### src/bjpq_pkg.sv
// Shared types and constants for the bounded job priority queue.
package bjpq_pkg;

  localparam int unsigned OCC_W = 4;

  typedef enum logic {
    CMD_PUSH = 1'b0,
    CMD_POP  = 1'b1
  } cmd_e;

  typedef enum logic [2:0] {
    ST_PUSHED    = 3'd0,
    ST_PUSH_FULL = 3'd1,
    ST_OVER_LIM  = 3'd2,
    ST_POPPED    = 3'd3,
    ST_POP_EMPTY = 3'd4
  } status_e;

  typedef enum logic [2:0] {
    SEQ_IDLE,
    SEQ_POP_RD,
    SEQ_SHIFT,
    SEQ_PLACE,
    SEQ_RESP
  } seq_state_e;

  // One stored job
  typedef struct packed {
    logic [3:0]  prio;
    logic [7:0]  producer_number;
    logic [21:0] producer_pid;
    logic [3:0]  compute_time;
    logic [16:0] job_tag;
  } job_t;

  typedef struct packed {
    logic        cmd;
    logic [3:0]  priority_req;
    logic [7:0]  producer_number;
    logic [21:0] producer_pid;
    logic [3:0]  compute_time;
    logic [16:0] job_tag;
  } req_t;

  typedef struct packed {
    logic [2:0]       status;
    logic [3:0]       out_priority;
    logic [7:0]       out_producer_number;
    logic [21:0]      out_producer_pid;
    logic [3:0]       out_compute_time;
    logic [16:0]      out_job_tag;
    logic [OCC_W-1:0] occupancy;
    logic [15:0]      created_total;
    logic [15:0]      completed_total;
  } rsp_t;

endpackage

### src/bjpq_ring.sv
// Ring-buffer job store addressed by queue position relative to the head.
module bjpq_ring #(
  parameter int unsigned QUEUE_DEPTH = 8
) (
  input  logic                           clk_i,
  input  logic                           rst_ni,
  input  logic                           we_i,
  input  logic [$clog2(QUEUE_DEPTH)-1:0] wpos_i,
  input  bjpq_pkg::job_t                 wdata_i,
  input  logic [$clog2(QUEUE_DEPTH)-1:0] rpos_i,
  input  logic                           advance_i,
  output bjpq_pkg::job_t                 rdata_o
);

  localparam int unsigned AW = $clog2(QUEUE_DEPTH);

  bjpq_pkg::job_t mem [QUEUE_DEPTH];
  bjpq_pkg::job_t rdata_q;
  logic [AW-1:0]  head_q;
  logic [AW-1:0]  head_d;
  logic [AW-1:0]  waddr;
  logic [AW-1:0]  raddr;

  // Map a queue position to a physical slot, wrapping once past the end.
  function automatic logic [AW-1:0] phys(input logic [AW-1:0] head, input logic [AW-1:0] pos);
    logic [AW:0] sum;
    sum = {1'b0, head} + {1'b0, pos};
    if (sum >= (AW+1)'(QUEUE_DEPTH)) begin
      sum = sum - (AW+1)'(QUEUE_DEPTH);
    end
    return sum[AW-1:0];
  endfunction

  assign waddr  = phys(head_q, wpos_i);
  assign raddr  = phys(head_q, rpos_i);
  assign head_d = phys(head_q, AW'(1));

  always_ff @(posedge clk_i or negedge rst_ni) begin
    if (!rst_ni) begin
      head_q <= '0;
    end else if (advance_i) begin
      head_q <= head_d;
    end
  end

  always_ff @(posedge clk_i) begin
    if (we_i) begin
      mem[waddr] <= wdata_i;
    end
    rdata_q <= mem[raddr];
  end

  assign rdata_o = rdata_q;

endmodule

### src/bounded_job_priority_queue.sv
// Pop: request accepted, one memory read, result registered.
// Push: SEQ_SHIFT moves each entry of equal or lower priority back one slot until a
//   higher-priority entry or the head ends the scan, then SEQ_PLACE writes the job.
// Rejected push or empty pop: straight to the response. One request is in work at a time; the
//   result register frees the sequencer unless the previous result is still stalled.
// Reset clears sequencer, counters, job_limit and head; stored jobs are not cleared.
module bounded_job_priority_queue #(
  parameter int unsigned QUEUE_DEPTH = 8
) (
  input  logic           clk_i,
  input  logic           rst_ni,
  input  logic           in_valid_i,
  output logic           in_stall_o,
  input  bjpq_pkg::req_t in_data_i,
  output logic           out_valid_o,
  input  logic           out_stall_i,
  output bjpq_pkg::rsp_t out_data_o,
  input  logic           cfg_we_i,
  input  logic [15:0]    cfg_data_i
);

  localparam int unsigned AW = $clog2(QUEUE_DEPTH);
  localparam int unsigned CW = $clog2(QUEUE_DEPTH + 1);

  bjpq_pkg::seq_state_e state_q, state_d;
  logic [CW-1:0]        count_q, count_d;
  logic [15:0]          created_q, created_d;
  logic [15:0]          completed_q, completed_d;
  logic [15:0]          limit_q;
  logic [AW-1:0]        pos_q, pos_d;
  bjpq_pkg::job_t       job_q, job_d;
  bjpq_pkg::job_t       pop_q, pop_d;
  bjpq_pkg::status_e    status_q, status_d;
  logic                 out_valid_q, out_valid_d;
  bjpq_pkg::rsp_t       out_q, out_d;

  logic                 mem_we;
  logic [AW-1:0]        mem_wpos;
  bjpq_pkg::job_t       mem_wdata;
  logic [AW-1:0]        mem_rpos;
  logic                 mem_advance;
  bjpq_pkg::job_t       mem_rdata;
  logic [CW-1:0]        count_m1;
  logic                 out_free;

  bjpq_ring #(
    .QUEUE_DEPTH(QUEUE_DEPTH)
  ) u_ring (
    .clk_i     (clk_i),
    .rst_ni    (rst_ni),
    .we_i      (mem_we),
    .wpos_i    (mem_wpos),
    .wdata_i   (mem_wdata),
    .rpos_i    (mem_rpos),
    .advance_i (mem_advance),
    .rdata_o   (mem_rdata)
  );

  assign count_m1   = count_q - CW'(1);
  assign out_free   = !out_valid_q || !out_stall_i;
  assign in_stall_o = (state_q != bjpq_pkg::SEQ_IDLE);

  always_comb begin
    state_d     = state_q;
    count_d     = count_q;
    created_d   = created_q;
    completed_d = completed_q;
    pos_d       = pos_q;
    job_d       = job_q;
    pop_d       = pop_q;
    status_d    = status_q;
    out_valid_d = out_valid_q && out_stall_i;
    out_d       = out_q;
    mem_we      = 1'b0;
    mem_wpos    = pos_q;
    mem_wdata   = job_q;
    mem_rpos    = '0;
    mem_advance = 1'b0;

    case (state_q)
      bjpq_pkg::SEQ_IDLE: begin
        if (in_valid_i) begin
          job_d.prio            = in_data_i.priority_req;
          job_d.producer_number = in_data_i.producer_number;
          job_d.producer_pid    = in_data_i.producer_pid;
          job_d.compute_time    = in_data_i.compute_time;
          job_d.job_tag         = in_data_i.job_tag;
          pop_d                 = '0;
          if (in_data_i.cmd == bjpq_pkg::CMD_POP) begin
            if (count_q == '0) begin
              status_d = bjpq_pkg::ST_POP_EMPTY;
              state_d  = bjpq_pkg::SEQ_RESP;
            end else begin
              mem_rpos = '0;
              state_d  = bjpq_pkg::SEQ_POP_RD;
            end
          end else if (created_q >= limit_q) begin
            status_d = bjpq_pkg::ST_OVER_LIM;
            state_d  = bjpq_pkg::SEQ_RESP;
          end else if (count_q == CW'(QUEUE_DEPTH)) begin
            status_d = bjpq_pkg::ST_PUSH_FULL;
            state_d  = bjpq_pkg::SEQ_RESP;
          end else begin
            pos_d = count_q[AW-1:0];
            if (count_q == '0) begin
              state_d = bjpq_pkg::SEQ_PLACE;
            end else begin
              mem_rpos = count_m1[AW-1:0];
              state_d  = bjpq_pkg::SEQ_SHIFT;
            end
          end
        end
      end
      bjpq_pkg::SEQ_POP_RD: begin
        pop_d       = mem_rdata;
        mem_advance = 1'b1;
        count_d     = count_m1;
        completed_d = completed_q + 16'd1;
        status_d    = bjpq_pkg::ST_POPPED;
        state_d     = bjpq_pkg::SEQ_RESP;
      end
      bjpq_pkg::SEQ_SHIFT: begin
        // Move the entry one slot back while the new job ranks at or above it.
        if (job_q.prio >= mem_rdata.prio) begin
          mem_we    = 1'b1;
          mem_wdata = mem_rdata;
          pos_d     = pos_q - AW'(1);
          if (pos_q == AW'(1)) begin
            state_d = bjpq_pkg::SEQ_PLACE;
          end else begin
            mem_rpos = pos_q - AW'(1) - AW'(1);
          end
        end else begin
          state_d = bjpq_pkg::SEQ_PLACE;
        end
      end
      bjpq_pkg::SEQ_PLACE: begin
        mem_we    = 1'b1;
        count_d   = count_q + CW'(1);
        created_d = created_q + 16'd1;
        status_d  = bjpq_pkg::ST_PUSHED;
        state_d   = bjpq_pkg::SEQ_RESP;
      end
      bjpq_pkg::SEQ_RESP: begin
        if (out_free) begin
          out_valid_d               = 1'b1;
          out_d.status              = status_q;
          out_d.out_priority        = pop_q.prio;
          out_d.out_producer_number = pop_q.producer_number;
          out_d.out_producer_pid    = pop_q.producer_pid;
          out_d.out_compute_time    = pop_q.compute_time;
          out_d.out_job_tag         = pop_q.job_tag;
          out_d.occupancy           = bjpq_pkg::OCC_W'(count_q);
          out_d.created_total       = created_q;
          out_d.completed_total     = completed_q;
          state_d                   = bjpq_pkg::SEQ_IDLE;
        end
      end
      default: begin
        state_d = bjpq_pkg::SEQ_IDLE;
      end
    endcase
  end

  always_ff @(posedge clk_i or negedge rst_ni) begin
    if (!rst_ni) begin
      state_q     <= bjpq_pkg::SEQ_IDLE;
      count_q     <= '0;
      created_q   <= '0;
      completed_q <= '0;
      limit_q     <= '0;
      out_valid_q <= 1'b0;
    end else begin
      state_q     <= state_d;
      count_q     <= count_d;
      created_q   <= created_d;
      completed_q <= completed_d;
      out_valid_q <= out_valid_d;
      if (cfg_we_i) begin
        limit_q <= cfg_data_i;
      end
    end
  end

  always_ff @(posedge clk_i) begin
    pos_q    <= pos_d;
    job_q    <= job_d;
    pop_q    <= pop_d;
    status_q <= status_d;
    out_q    <= out_d;
  end

  assign out_valid_o = out_valid_q;
  assign out_data_o  = out_q;

endmodule

### config.mk
export PLATFORM = sky130hd
export DESIGN_NAME = bounded_job_priority_queue
export DESIGN_NICKNAME = d
export VERILOG_FILES = /design/src/bjpq_pkg.sv /design/src/bjpq_ring.sv /design/src/bounded_job_priority_queue.sv
export SDC_FILE = /design/constraint.sdc
export NUM_CORES = 1
export LEC_CHECK = 0
export ABC_AREA = 0
export BUFFER_PORTS_ARGS = -buffer_cell sky130_fd_sc_hd__buf_4
export CORE_UTILIZATION = 45
export CTS_CLUSTER_SIZE = 12
export DETAILED_ROUTE_END_ITERATION = 6
export HOLD_SLACK_MARGIN = 0.06
export PLACE_DENSITY_LB_ADDON = 0.3
export SYNTH_ARGS = -nofsm -noshare
export SYNTH_HDL_FRONTEND = slang
export SYNTH_SLANG_ARGS = --single-unit
### constraint.sdc
create_clock -name clk_i -period 16.7 [get_ports clk_i]
set_clock_uncertainty 0.2 [all_clocks]
set_input_delay 1.67 -clock clk_i [delete_from_list [all_inputs] [get_ports clk_i]]
set_output_delay 1.67 -clock clk_i [all_outputs]
set_load 0.02 [all_outputs]
# [Word level (Yosys, flattened, before mapping)]
# Memories as Yosys holds them, arrays and structs flattened. A register that Yosys moved wholly into a read port is not among the register bits.
# Index checks and enable logic that the tools add are counted.
[word_totals] register_bits=269 mem_bits_rw=440 in_bits=77 out_inout_bits=96 elab_cells=124 mem_count=1
[op_classes] add_sub_neg=12 magnitude_cmp=5 eq_ne=15 n_mux=45 reduce_logical=18
[mem_list] name="u_ring.mem" words=8 word_bits=55 read_ports=1 rd_clocked_by_memory_dff=1 write_ports=1 line_no="bjpq_ring.sv:17" text="bjpq_pkg::job_t mem [QUEUE_DEPTH];"
[ops] operator="55-bit two-way mux" count=3
[ops] operator="55-bit one-hot mux with 2 select lines" count=1
[ops] operator="3-bit two-way mux" count=28
[ops] operator="16-bit by 1-bit adder with 16-bit output, second input constant" count=2
[ops] operator="16-bit >= comparator" count=1
[ops] operator="3-bit by 1-bit subtractor with 3-bit output, second input constant" count=5
[ops] operator="4-bit >= comparator, second input constant" count=3
[ops] operator="2-bit inequality test, second input constant" count=6
[ops] operator="3-bit one-hot mux with 2 select lines" count=2
[ops] operator="3-bit one-hot mux with 4 select lines" count=1
[ops] operator="3-bit one-hot mux with 3 select lines" count=1
[ops] operator="3-bit by 3-bit adder with 4-bit output" count=2
[ops] operator="4-bit one-hot mux with 2 select lines" count=1
[ops] operator="1-bit two-way mux" count=7
[ops] operator="3-bit by 1-bit == test with 1-bit output, second input constant" count=2
[ops] operator="3-bit by 2-bit == test with 1-bit output, second input constant" count=2
[ops] operator="3-bit inequality test, second input constant" count=2
[ops] operator="2-bit AND reduction" count=3
[ops] operator="6-bit AND reduction" count=1
[ops] operator="2-bit nonzero test" count=3
[ops] operator="3-bit nonzero test" count=2
[ops] operator="3-bit by 1-bit adder with 4-bit output, second input constant" count=1
[ops] operator="4-bit by 1-bit adder with 4-bit output, second input constant" count=1
[ops] operator="4-bit == test, second input constant" count=1
[ops] operator="other kinds (13)" count=14

# [Depth between registers and ports, before layout]
# Gate-level depths: netlist of the first run.
[depth] depth_word=10 mapped_depth=15

# [By module]
# From an unflattened synthesis of the first run, not the netlist that was laid out.
[unflattened] cells_unflattened=1389 area_unflattened_um2=28646.2
[modules_own_cells] mod="bjpq_ring" n_inst=1 cells_per_inst=722 area_each_um2=18156.2 seq_area_each_um2=14388.8
[modules_own_cells] mod="bounded_job_priority_queue" n_inst=1 cells_per_inst=667 area_each_um2=10490.1 seq_area_each_um2=7707.4

# [Worst setup path before layout of the first run]
# No wires, ideal clock.
[synth_timing] path_kind="input-to-reg" from="in out_stall_i" to="reg out_q, in the netlist out_data_o[0] (enable)" setup_time_ns=0.578 arrival_time_ns=6.113 t_required_ns=15.922 setup_slack_ns=9.809 path_stages=1 path_cell_list="a21oi_1"
[synth_between] elab_chain_len=3
[synth_lines] element="from (decl)" line_no="bounded_job_priority_queue.sv:16" text="input logic out_stall_i,"
[synth_lines] element="1-bit zero test" line_no="bounded_job_priority_queue.sv:60" text="assign out_free = !out_valid_q || !out_stall_i;"
[synth_lines] element="1-bit logical OR" line_no="bounded_job_priority_queue.sv:60"
[synth_lines] element="2-bit AND reduction (no source line)"
[synth_lines] element="to (signal assigned)" line_no="bounded_job_priority_queue.sv:190" text="out_q <= out_d;"
[synth_lines] element="to (decl)" line_no="bounded_job_priority_queue.sv:35" text="bjpq_pkg::rsp_t out_q, out_d;"
# No other way between the ends.
# A chain may end at the register's enable or synchronous reset.

# [Worst setup path in the final report of the first run]
[layout_timing] from="reg created_q[7]" to="reg u_ring.rdata_o[41] (netlist name)"
[layout_between] elab_chain_len=8
[layout_lines] element="from (decl)" line_no="bounded_job_priority_queue.sv:27" text="logic [15:0] created_q, created_d;"
[layout_lines] element="from (signal assigned)" line_no="bounded_job_priority_queue.sv:176" text="created_q <= created_d;"
[layout_lines] element="16-bit >= comparator *" line_no="bounded_job_priority_queue.sv:97" text="end else if (created_q >= limit_q) begin"
[layout_lines] element="3-bit two-way mux *" line_no="bounded_job_priority_queue.sv:97"
[layout_lines] element="3-bit two-way mux *" line_no="bounded_job_priority_queue.sv:89" text="if (in_data_i.cmd == bjpq_pkg::CMD_POP) begin"
[layout_lines] element="3-bit two-way mux *" line_no="bounded_job_priority_queue.sv:82" text="if (in_valid_i) begin"
[layout_lines] element="3-bit one-hot mux with 2 select lines *" line_no="bounded_job_priority_queue.sv:80" text="case (state_q)"
[layout_lines] element="3-bit by 3-bit adder with 4-bit output *" line_no="bjpq_ring.sv:27" text="sum = {1'b0, head} + {1'b0, pos};"
[layout_lines] element="4-bit >= comparator or 3-bit by 1-bit subtractor with 3-bit output (tied branches)" line_no="bjpq_ring.sv:28, bjpq_ring.sv:29"
[layout_lines] element="3-bit two-way mux *" line_no="bjpq_ring.sv:28" text="if (sum >= (AW+1)'(QUEUE_DEPTH)) begin"
# Every way passes the cells marked *; elsewhere a longest branch is shown, timed or not.

==> key figures, run 1 <==
Power and ir drop
  • Power per cell area: 192 mW/mm^2
  • Clk network pwr share: 26.9%
  • Sequential power share: 44.0%
  • Sw Share: 28.3%
  • Internal power: 4.60 mW
  • Max VDD drop: 0.129 mV
  • Static leakage: 11.8 nW
  • Combinational power share: 29.2%
  • Psw: 1.81 mW
  • Total Power: 6.41 mW

Job
  • Max cap viols: 0

Die
  • Row count: 91
  • Die width: 254 microns
  • Core area: 0.0622 sq mm
  • Total die area: 0.0643 sq mm
  • Die Y: 254 microns
  • I/O pins: 173
  • Starting Density: 45.8%

Placed design
  • HPWL after DPL: 27900 microns
  • Port bufs: 172
  • Final GP Congestion: 0.760

Finish
  • Nets: 1711
  • End-of-flow core utilization: 53.8%
  • Ant. Diodes: 0
  • Fill cells: 4830
  • Area grow syn2layout: 17.3%
  • Share of post-route cells with drive strength above 1: 32.5%

STA
  • Setup TNS: 0 ns
  • Peak Freq: 166 MHz
  • Least-Margin Pin Slew: 1.08 ns
  • RSZ-0062 raised after global routing: no
  • Final Hold Viols: 0
  • Slew Viols, Final: 0
  • Final Cycle Share: 36.0%
  • Post-layout min period: 6.02 ns
  • Final setup violation count: 0
  • Max_slew headroom: 27.9%

Detailed routing
  • 1st-pass router iterations: 5
  • Via/cell ratio: 5.16
  • DRC: 0
  • Total number of vias: 12900
  • DR WL/cell: 21.2 microns
  • 1st-iter DRT viols: 743
  • WL final: 53100 microns
  • Routed Antenna Nets: 0

Worst setup path
  • Worst Setup Start Kind: flop
  • Crit. Startpoint: created_q[7]
  • CP Max Fanout: 60
  • Worst Reg2Reg Path Length in Cells: 12
  • Setup crit end: u_ring.rdata_o[41]
  • Crit path DAT: 6.30 ns
  • FF-to-FF End: u_ring.rdata_o[41]
  • Reg2reg setup slack: 10.68 ns
  • WS Path Type: reg -> reg
  • R2r startpoint: created_q[7]
  • Critical Path RT: 16.98 ns
  • Crit end category: flop

Clocking
  • Hold buffers post-CTS: 0
  • Postcts setup bufs: 0
  • Worst-path clk slew: 0.05 ns
  • Insertion delay to the later sink of the worst-skew pair: 0.61 ns
  • Clock root buffer: clkbuf_16
  • CTS buffer count: 81
  • Post-CTS sizing: 0
  • CTS tree: built
  • Clock tree buffer depth: 3
  • H-tree depth: 3
  • Clock sinks: 764

Global routing
  • GRT Total Usage: 16.8%
  • Vias in the first global route: 13500
  • First-pass GRT wire length: 80000 microns
  • Largest net degree at the start of global routing: 61
  • Initial antenna violation count: 0
  • Total grt overflow: 0

Logic synthesis
  • Ys async rst share: 7.72%
  • Synthesized area per cell: 20.7 sq um
  • Post-synth EDFFs: 650
  • Synth Warn #: 0
  • Synth Instances: 1379
  • Main synth FF type: edfxtp_1
  • Syn Nets: 1488
  • Sequential area share after synthesis: 77.5%
  • Number of synthesized register bits: 764
  • Yosys cell types: 48
  • Synthesized area: 0.0285 sq mm

Worst hold path
  • Worst hold path type: reg -> reg

Outcome
  • Status: finished clean
-- power by group through the flow --
stage	combinational, mW	clock (mW)	sequential, mW
final	1.87	1.72	2.82
after global placement	1.87	0	2.86
after global routing	2.03	1.84	2.86
after floorplan	1.38	0	2.87
after detailed placement	1.91	0	2.86
after CTS	1.92	1.77	2.83
-- flip-flops by register name, indices dropped and copies added (netlist names), 4 cells and up --
| name | flops |
|---|---|
| job_q | 55 |
| completed_q | 16 |
| u_ring.rdata_o | 55 |
| created_q | 16 |
| out_data_o | 94 |
| count_q | 4 |
| limit_q | 16 |
| pop_q | 55 |
| u_ring.mem | 440 |
-- critical path, cell delays in order, from the launching register on --
cell and delay (ns):
dfrtp_1 0.43, ha_1 0.33, a21oi_1 0.12, o21ai_0 0.13
a211oi_1 0.56, nand4bb_1 0.31, o41ai_1 0.73, ha_4 0.22
inv_1 0.04, fa_4 1.31, buf_4 0.79, mux4_2 0.42
mux2_4 0.27
-- worst min path at each step --
stage | startpoint | end | slack, ns | cells after the start
after floorplan | pop_q[0] | out_data_o[36] | 0.20 | 0
after global placement | pop_q[2] | out_data_o[38] | 0.20 | 0
after detailed placement | pop_q[31] | out_data_o[67] | 0.20 | 0
after CTS | pop_q[30] | out_data_o[66] | 0.22 | 0
after global routing | pop_q[0] | out_data_o[36] | 0.22 | 0
final | pop_q[30] | out_data_o[66] | 0.22 | 0
-- logic make-up (layout without fill, tap and decap cells) --
group / after synthesis / count (layout) / synth area share, %
compound gates: 56 / 56 / 1.27
xor+xnor: 43 / 43 / 1.39
fa+ha+maj: 32 / 32 / 1.46
buf+inv: 81 / 372 / 1.28
flops: 764 / 764 / 77.5
mux: 223 / 223 / 13.8
simple gates: 180 / 180 / 3.27
-- stage by stage --
step	hold WS [ns]	std cells	instance area, sq um	worst slack (ns)
2_1_floorplan	0.200	1379	28500	9.81
3_3_place_gp	0.202	2356	30800	10.35
3_5_place_dp	0.205	2356	30800	10.29
4_1_cts	0.218	2507	33400	10.46
5_1_grt	0.225	2507	33400	10.13
6_report	0.216	2507	33400	10.68
-- per-layer routing --
layer | vias to the layer above | GRT usage (%) | share of wire [%]
met5 | - | 0 | 0
met4 | 0 | 4.68 | 1.8
met3 | 78 | 3.10 | 4.6
met2 | 288 | 28.0 | 50
met1 | 6695 | 22.7 | 44
li1 | 5868 | - | -
-- synth_stat cells (all sizes together), types with 3 or more instances --
| cell | n | area share (%) |
|---|---|---|
| nand2b | 7 | 0.15 |
| ha | 30 | 1.3 |
| a21oi | 7 | 0.12 |
| a31oi | 3 | 0.066 |
| xor2 | 13 | 0.40 |
| mux2 | 111 | 5.0 |
| and2 | 54 | 1.2 |
| dfxtp | 55 | 3.9 |
| a211oi | 5 | 0.15 |
| xnor2 | 30 | 0.99 |
| clkbuf | 29 | 0.38 |
| nand4 | 9 | 0.20 |
| nor2 | 25 | 0.36 |
| nand3 | 12 | 0.21 |
| buf | 20 | 0.48 |
| nor3 | 10 | 0.18 |
| inv | 32 | 0.42 |
| edfxtp | 650 | 68 |
| and3 | 5 | 0.11 |
| dfrtp | 59 | 5.2 |
| o21ai | 27 | 0.47 |
| nor2b | 4 | 0.088 |
| nand2 | 50 | 0.66 |
| mux4 | 110 | 8.7 |
-- final cells by class --
class | count | area [sq um] | share of cell area, %
well taps | 837 | 1050 | 3.13
multi-input cells | 534 | 6150 | 18.4
repair buffers | 189 | 1420 | 4.24
clock inverters | 24 | 241 | 0.722
clock buffers | 127 | 2350 | 7.04
flip-flops and latches | 764 | 22100 | 66.1
inverters | 32 | 121 | 0.363
-- layout by cell type (no fill, tap or decap), drive strengths merged, types with 2 or more instances in the layout --
| master | n |
|---|---|
| inv | 34 |
| dfxtp | 55 |
| xor2 | 13 |
| mux2 | 111 |
| nand3 | 12 |
| nor2 | 25 |
| a21o | 2 |
| xnor2 | 30 |
| a31oi | 3 |
| buf | 189 |
| o211ai | 2 |
| clkinv | 19 |
| nand2b | 7 |
| nor3 | 10 |
| nand4 | 9 |
| a211oi | 5 |
| nand2 | 50 |
| a21oi | 7 |
| and3 | 5 |
| edfxtp | 650 |
| ha | 30 |
| nor2b | 4 |
| mux2i | 2 |
| o21ai | 27 |
| clkbuf | 127 |
| dfrtp | 59 |
| and2 | 54 |
| bufinv | 3 |
| fa | 2 |
| mux4 | 110 |
Power figures use the tool's default switching activity.
==> run 2: changes to the inputs <==
Settings changed: ABC_AREA 0 to 1.
Clock period 16.7 ns to 5.2 ns, I/O delays scaled along.
==> run 2 against run 1 <==
Core utilization rose by 0.45 points. Sequential share of layout area fell by 1.8 points. Global-route usage rose by 2.3 points. Sequential power rose to 3.2 times the previous value. Area after synthesis rose by 1.8%. Via count rose by 35%. Non-clock buffer count rose by 81. Worst hold slack got worse by 0.12 ns. Critical path type unchanged. Critical endpoint is now u_ring.rdata_o[24].
==> key figures, run 2 <==
Logic synthesis
  • Post-synth top area cell: edfxtp_1
  • Synth Warn #: 0
  • Post-synth EDFFs: 650
  • Adder-cell share of the synthesized area: 1.43%
  • Syn Nets: 2269
  • Simple-gate share of the synthesized area: 9.84%
  • Area fraction of the dominant cell type after synthesis: 67.3%
  • Mux contribution to synthesized area: 0.0388%
  • Compound-Gate Fraction of Synth Area: 7.85%
  • Number of synthesized register bits: 764
  • Ys async rst share: 7.72%
  • Yosys cell types: 38
  • Top cells by area, synth: edfxtp_1 67%, o21ai_0 5.1%, dfrtp_1 5.1%
  • Synthesized area: 0.0290 sq mm
  • Count leader, synth: edfxtp_1
  • Synth Area in XOR/XNOR: 1.21%
  • Commonest cells post-synth: 650 x edfxtp_1, 309 x nor2_1, 297 x o21ai_0
  • Main synth FF type: edfxtp_1
  • Largest family of logic cells by synthesized area: simple AND/OR/NAND/NOR gates
  • Synthesized area per cell: 13.4 sq um
  • Synth Instances: 2160
  • Sequential area share after synthesis: 76.1%

Clocking
  • Insertion delay to the later sink of the worst-skew pair: 0.61 ns
  • Hold buffers post-CTS: 74
  • Postcts setup bufs: 0
  • Post-CTS sizing: 0
  • H-tree depth: 3
  • Clock tree buffer depth: 3
  • Clock root buffer: clkbuf_16
  • CTS tree: built
  • CTS buffer count: 80
  • Clock sinks: 764
  • Worst-path clk slew: 0.06 ns

Global routing
  • GRT Total Usage: 19.1%
  • First-pass GRT wire length: 98000 microns
  • Vias in the first global route: 17500
  • Initial antenna violation count: 0
  • Total grt overflow: 0
  • Largest net degree at the start of global routing: 114

Worst setup path
  • Critical Path RT: 5.54 ns
  • WS Path Type: reg -> reg
  • Worst Setup Start Kind: flop
  • Crit end category: flop
  • Crit path DAT: 4.73 ns
  • CP Max Fanout: 112

Detailed routing
  • Total number of vias: 17400
  • WL final: 62300 microns
  • Via/cell ratio: 5.26
  • DR WL/cell: 18.8 microns
  • 1st-pass router iterations: 5
  • DRC: 0
  • Routed Antenna Nets: 0
  • 1st-iter DRT viols: 1202

Placed design
  • HPWL after DPL: 32800 microns
  • Final GP Congestion: 0.801
  • Port bufs: 172

Die
  • Starting Density: 45.8%
  • I/O pins: 173
  • Total die area: 0.0655 sq mm
  • Die width: 256 microns
  • Core area: 0.0634 sq mm
  • Die Y: 256 microns
  • Row count: 92

STA
  • Least-Margin Pin Slew: 1.17 ns
  • Final Hold Viols: 0
  • RSZ-0062 raised after global routing: no
  • Slew Viols, Final: 0
  • Final Cycle Share: 84.4%
  • Setup TNS: 0 ns
  • Peak Freq: 228 MHz
  • Worst Hold Slack: 0.0977 ns
  • Post-layout min period: 4.39 ns
  • Max_slew headroom: 21.2%
  • Final setup violation count: 0

Power and ir drop
  • Sequential power share: 40.9%
  • Static leakage: 12.8 nW
  • Internal power: 14.2 mW
  • Psw: 8.16 mW
  • Sw Share: 36.5%
  • Max VDD drop: 0.938 mV
  • Combinational power share: 35.1%
  • Power per cell area: 651 mW/mm^2
  • Clk network pwr share: 24.0%

Finish
  • Fill cells: 5129
  • Ant. Diodes: 0
  • Largest register FFs: 440
  • Most common cell after layout, fill and taps aside: edfxtp_1
  • End-of-flow core utilization: 54.2%
  • Share of post-route cells with drive strength above 1: 14.6%
  • Reg with most FFs: u_ring.mem
  • Multi-input logic area: 0.00601 sq mm
  • Most frequent cells in the layout: 650 x edfxtp_1, 300 x nor2_1, 297 x o21ai_0
  • Area grow syn2layout: 18.5%
  • Nets: 2510
  • Sequential cell area: 0.0221 sq mm

Job
  • Max cap viols: 0

Worst hold path
  • Worst hold path type: in -> reg

Outcome
  • Status: finished clean
run 2: cell count changes after synthesis, sizes merged, moves of 7 or more:
| cell | previous run | this run |
|---|---|---|
| inv | 32 | 124 |
| clkbuf | 29 | 88 |
| mux4 | 110 | 0 |
| nand2 | 50 | 257 |
| o22ai | 0 | 113 |
| o21ai | 27 | 297 |
| and2 | 54 | 0 |
| nor2 | 25 | 313 |
| nand2b | 7 | 0 |
| xnor2 | 30 | 15 |
| xor2 | 13 | 25 |
| nand3 | 12 | 78 |
| mux2 | 111 | 1 |
run 2: layout make-up:
| type | count | share of cell area [%] |
|---|---|---|
| sequential | 764 | 64.3 |
| multi-input combinational | 1161 | 17.5 |
| clock buffer | 123 | 6.65 |
| timing repair buffer | 270 | 6.62 |
| tap | 846 | 3.08 |
| inverter | 124 | 1.37 |
| clock inverter | 21 | 0.539 |
run 2: critical path, stage by stage, from the launching register on:
cell	delay (ns)
edfxtp_1	0.40
ha_1	0.32
inv_1	0.05
o21bai_1	0.12
nand3_1	0.08
nand3_1	0.15
nand2_4	0.25
nor2_4	0.18
inv_1	0.08
o22ai_1	0.28
ha_4	0.52
buf_4	0.93
o21ai_0	0.27
o22ai_1	0.25
nand3_2	0.09
nand2_1	0.11
run 2: path summary, 6_finish.rpt:
path	cells past startpoint	endpoint	start	slack, ns
max	15	u_ring.rdata_o[24]	job_q[52]	0.81
min	3	limit_q[5]	cfg_we_i	0.1
max reg2reg	15	u_ring.rdata_o[24]	job_q[52]	0.81
min reg2reg	0	out_data_o[87]	pop_q[51]	0.21
max in group asynchronous	2	out_valid_o	rst_ni	3.95
min in group asynchronous	2	limit_q[8]	rst_ni	0.34
run 2: cells by family after synthesis:
group	Yosys count
AO/OA/AOI/OAI	424
buffers and inverters	235
XOR/XNOR	40
AND/OR/NAND/NOR	664
multiplexers	1
adder cells (fa/ha/maj)	32
flip-flops	764
run 2: power groups by stage:
stage	sequential [mW]	combinational (mW)	clock [mW]
finish	9.15	7.85	5.38
global route	9.26	8.76	5.75
CTS	9.16	7.92	5.49
detailed placement	9.26	7.83	0
global placement	9.25	7.58	0
floorplan	9.42	5.21	0
run 2: layer usage:
| layer | part of all wire [%] | global-route usage (%) |
|---|---|---|
| met4 | 1.7 | 5.76 |
| met5 | 0 | 0 |
| met2 | 48 | 31.8 |
| met1 | 45 | 26.0 |
| met3 | 5.0 | 2.88 |
run 2: through the flow:
step	cells	total power [mW]	setup slack (ns)	area [sq um]
floorplan	2160	14.6	0.788	29000
global placement	3091	16.8	0.958	31200
detailed placement	3091	17.1	0.819	31200
CTS	3309	22.6	0.794	34400
global route	3309	23.8	0.359	34400
finish	3309	22.4	0.810	34400
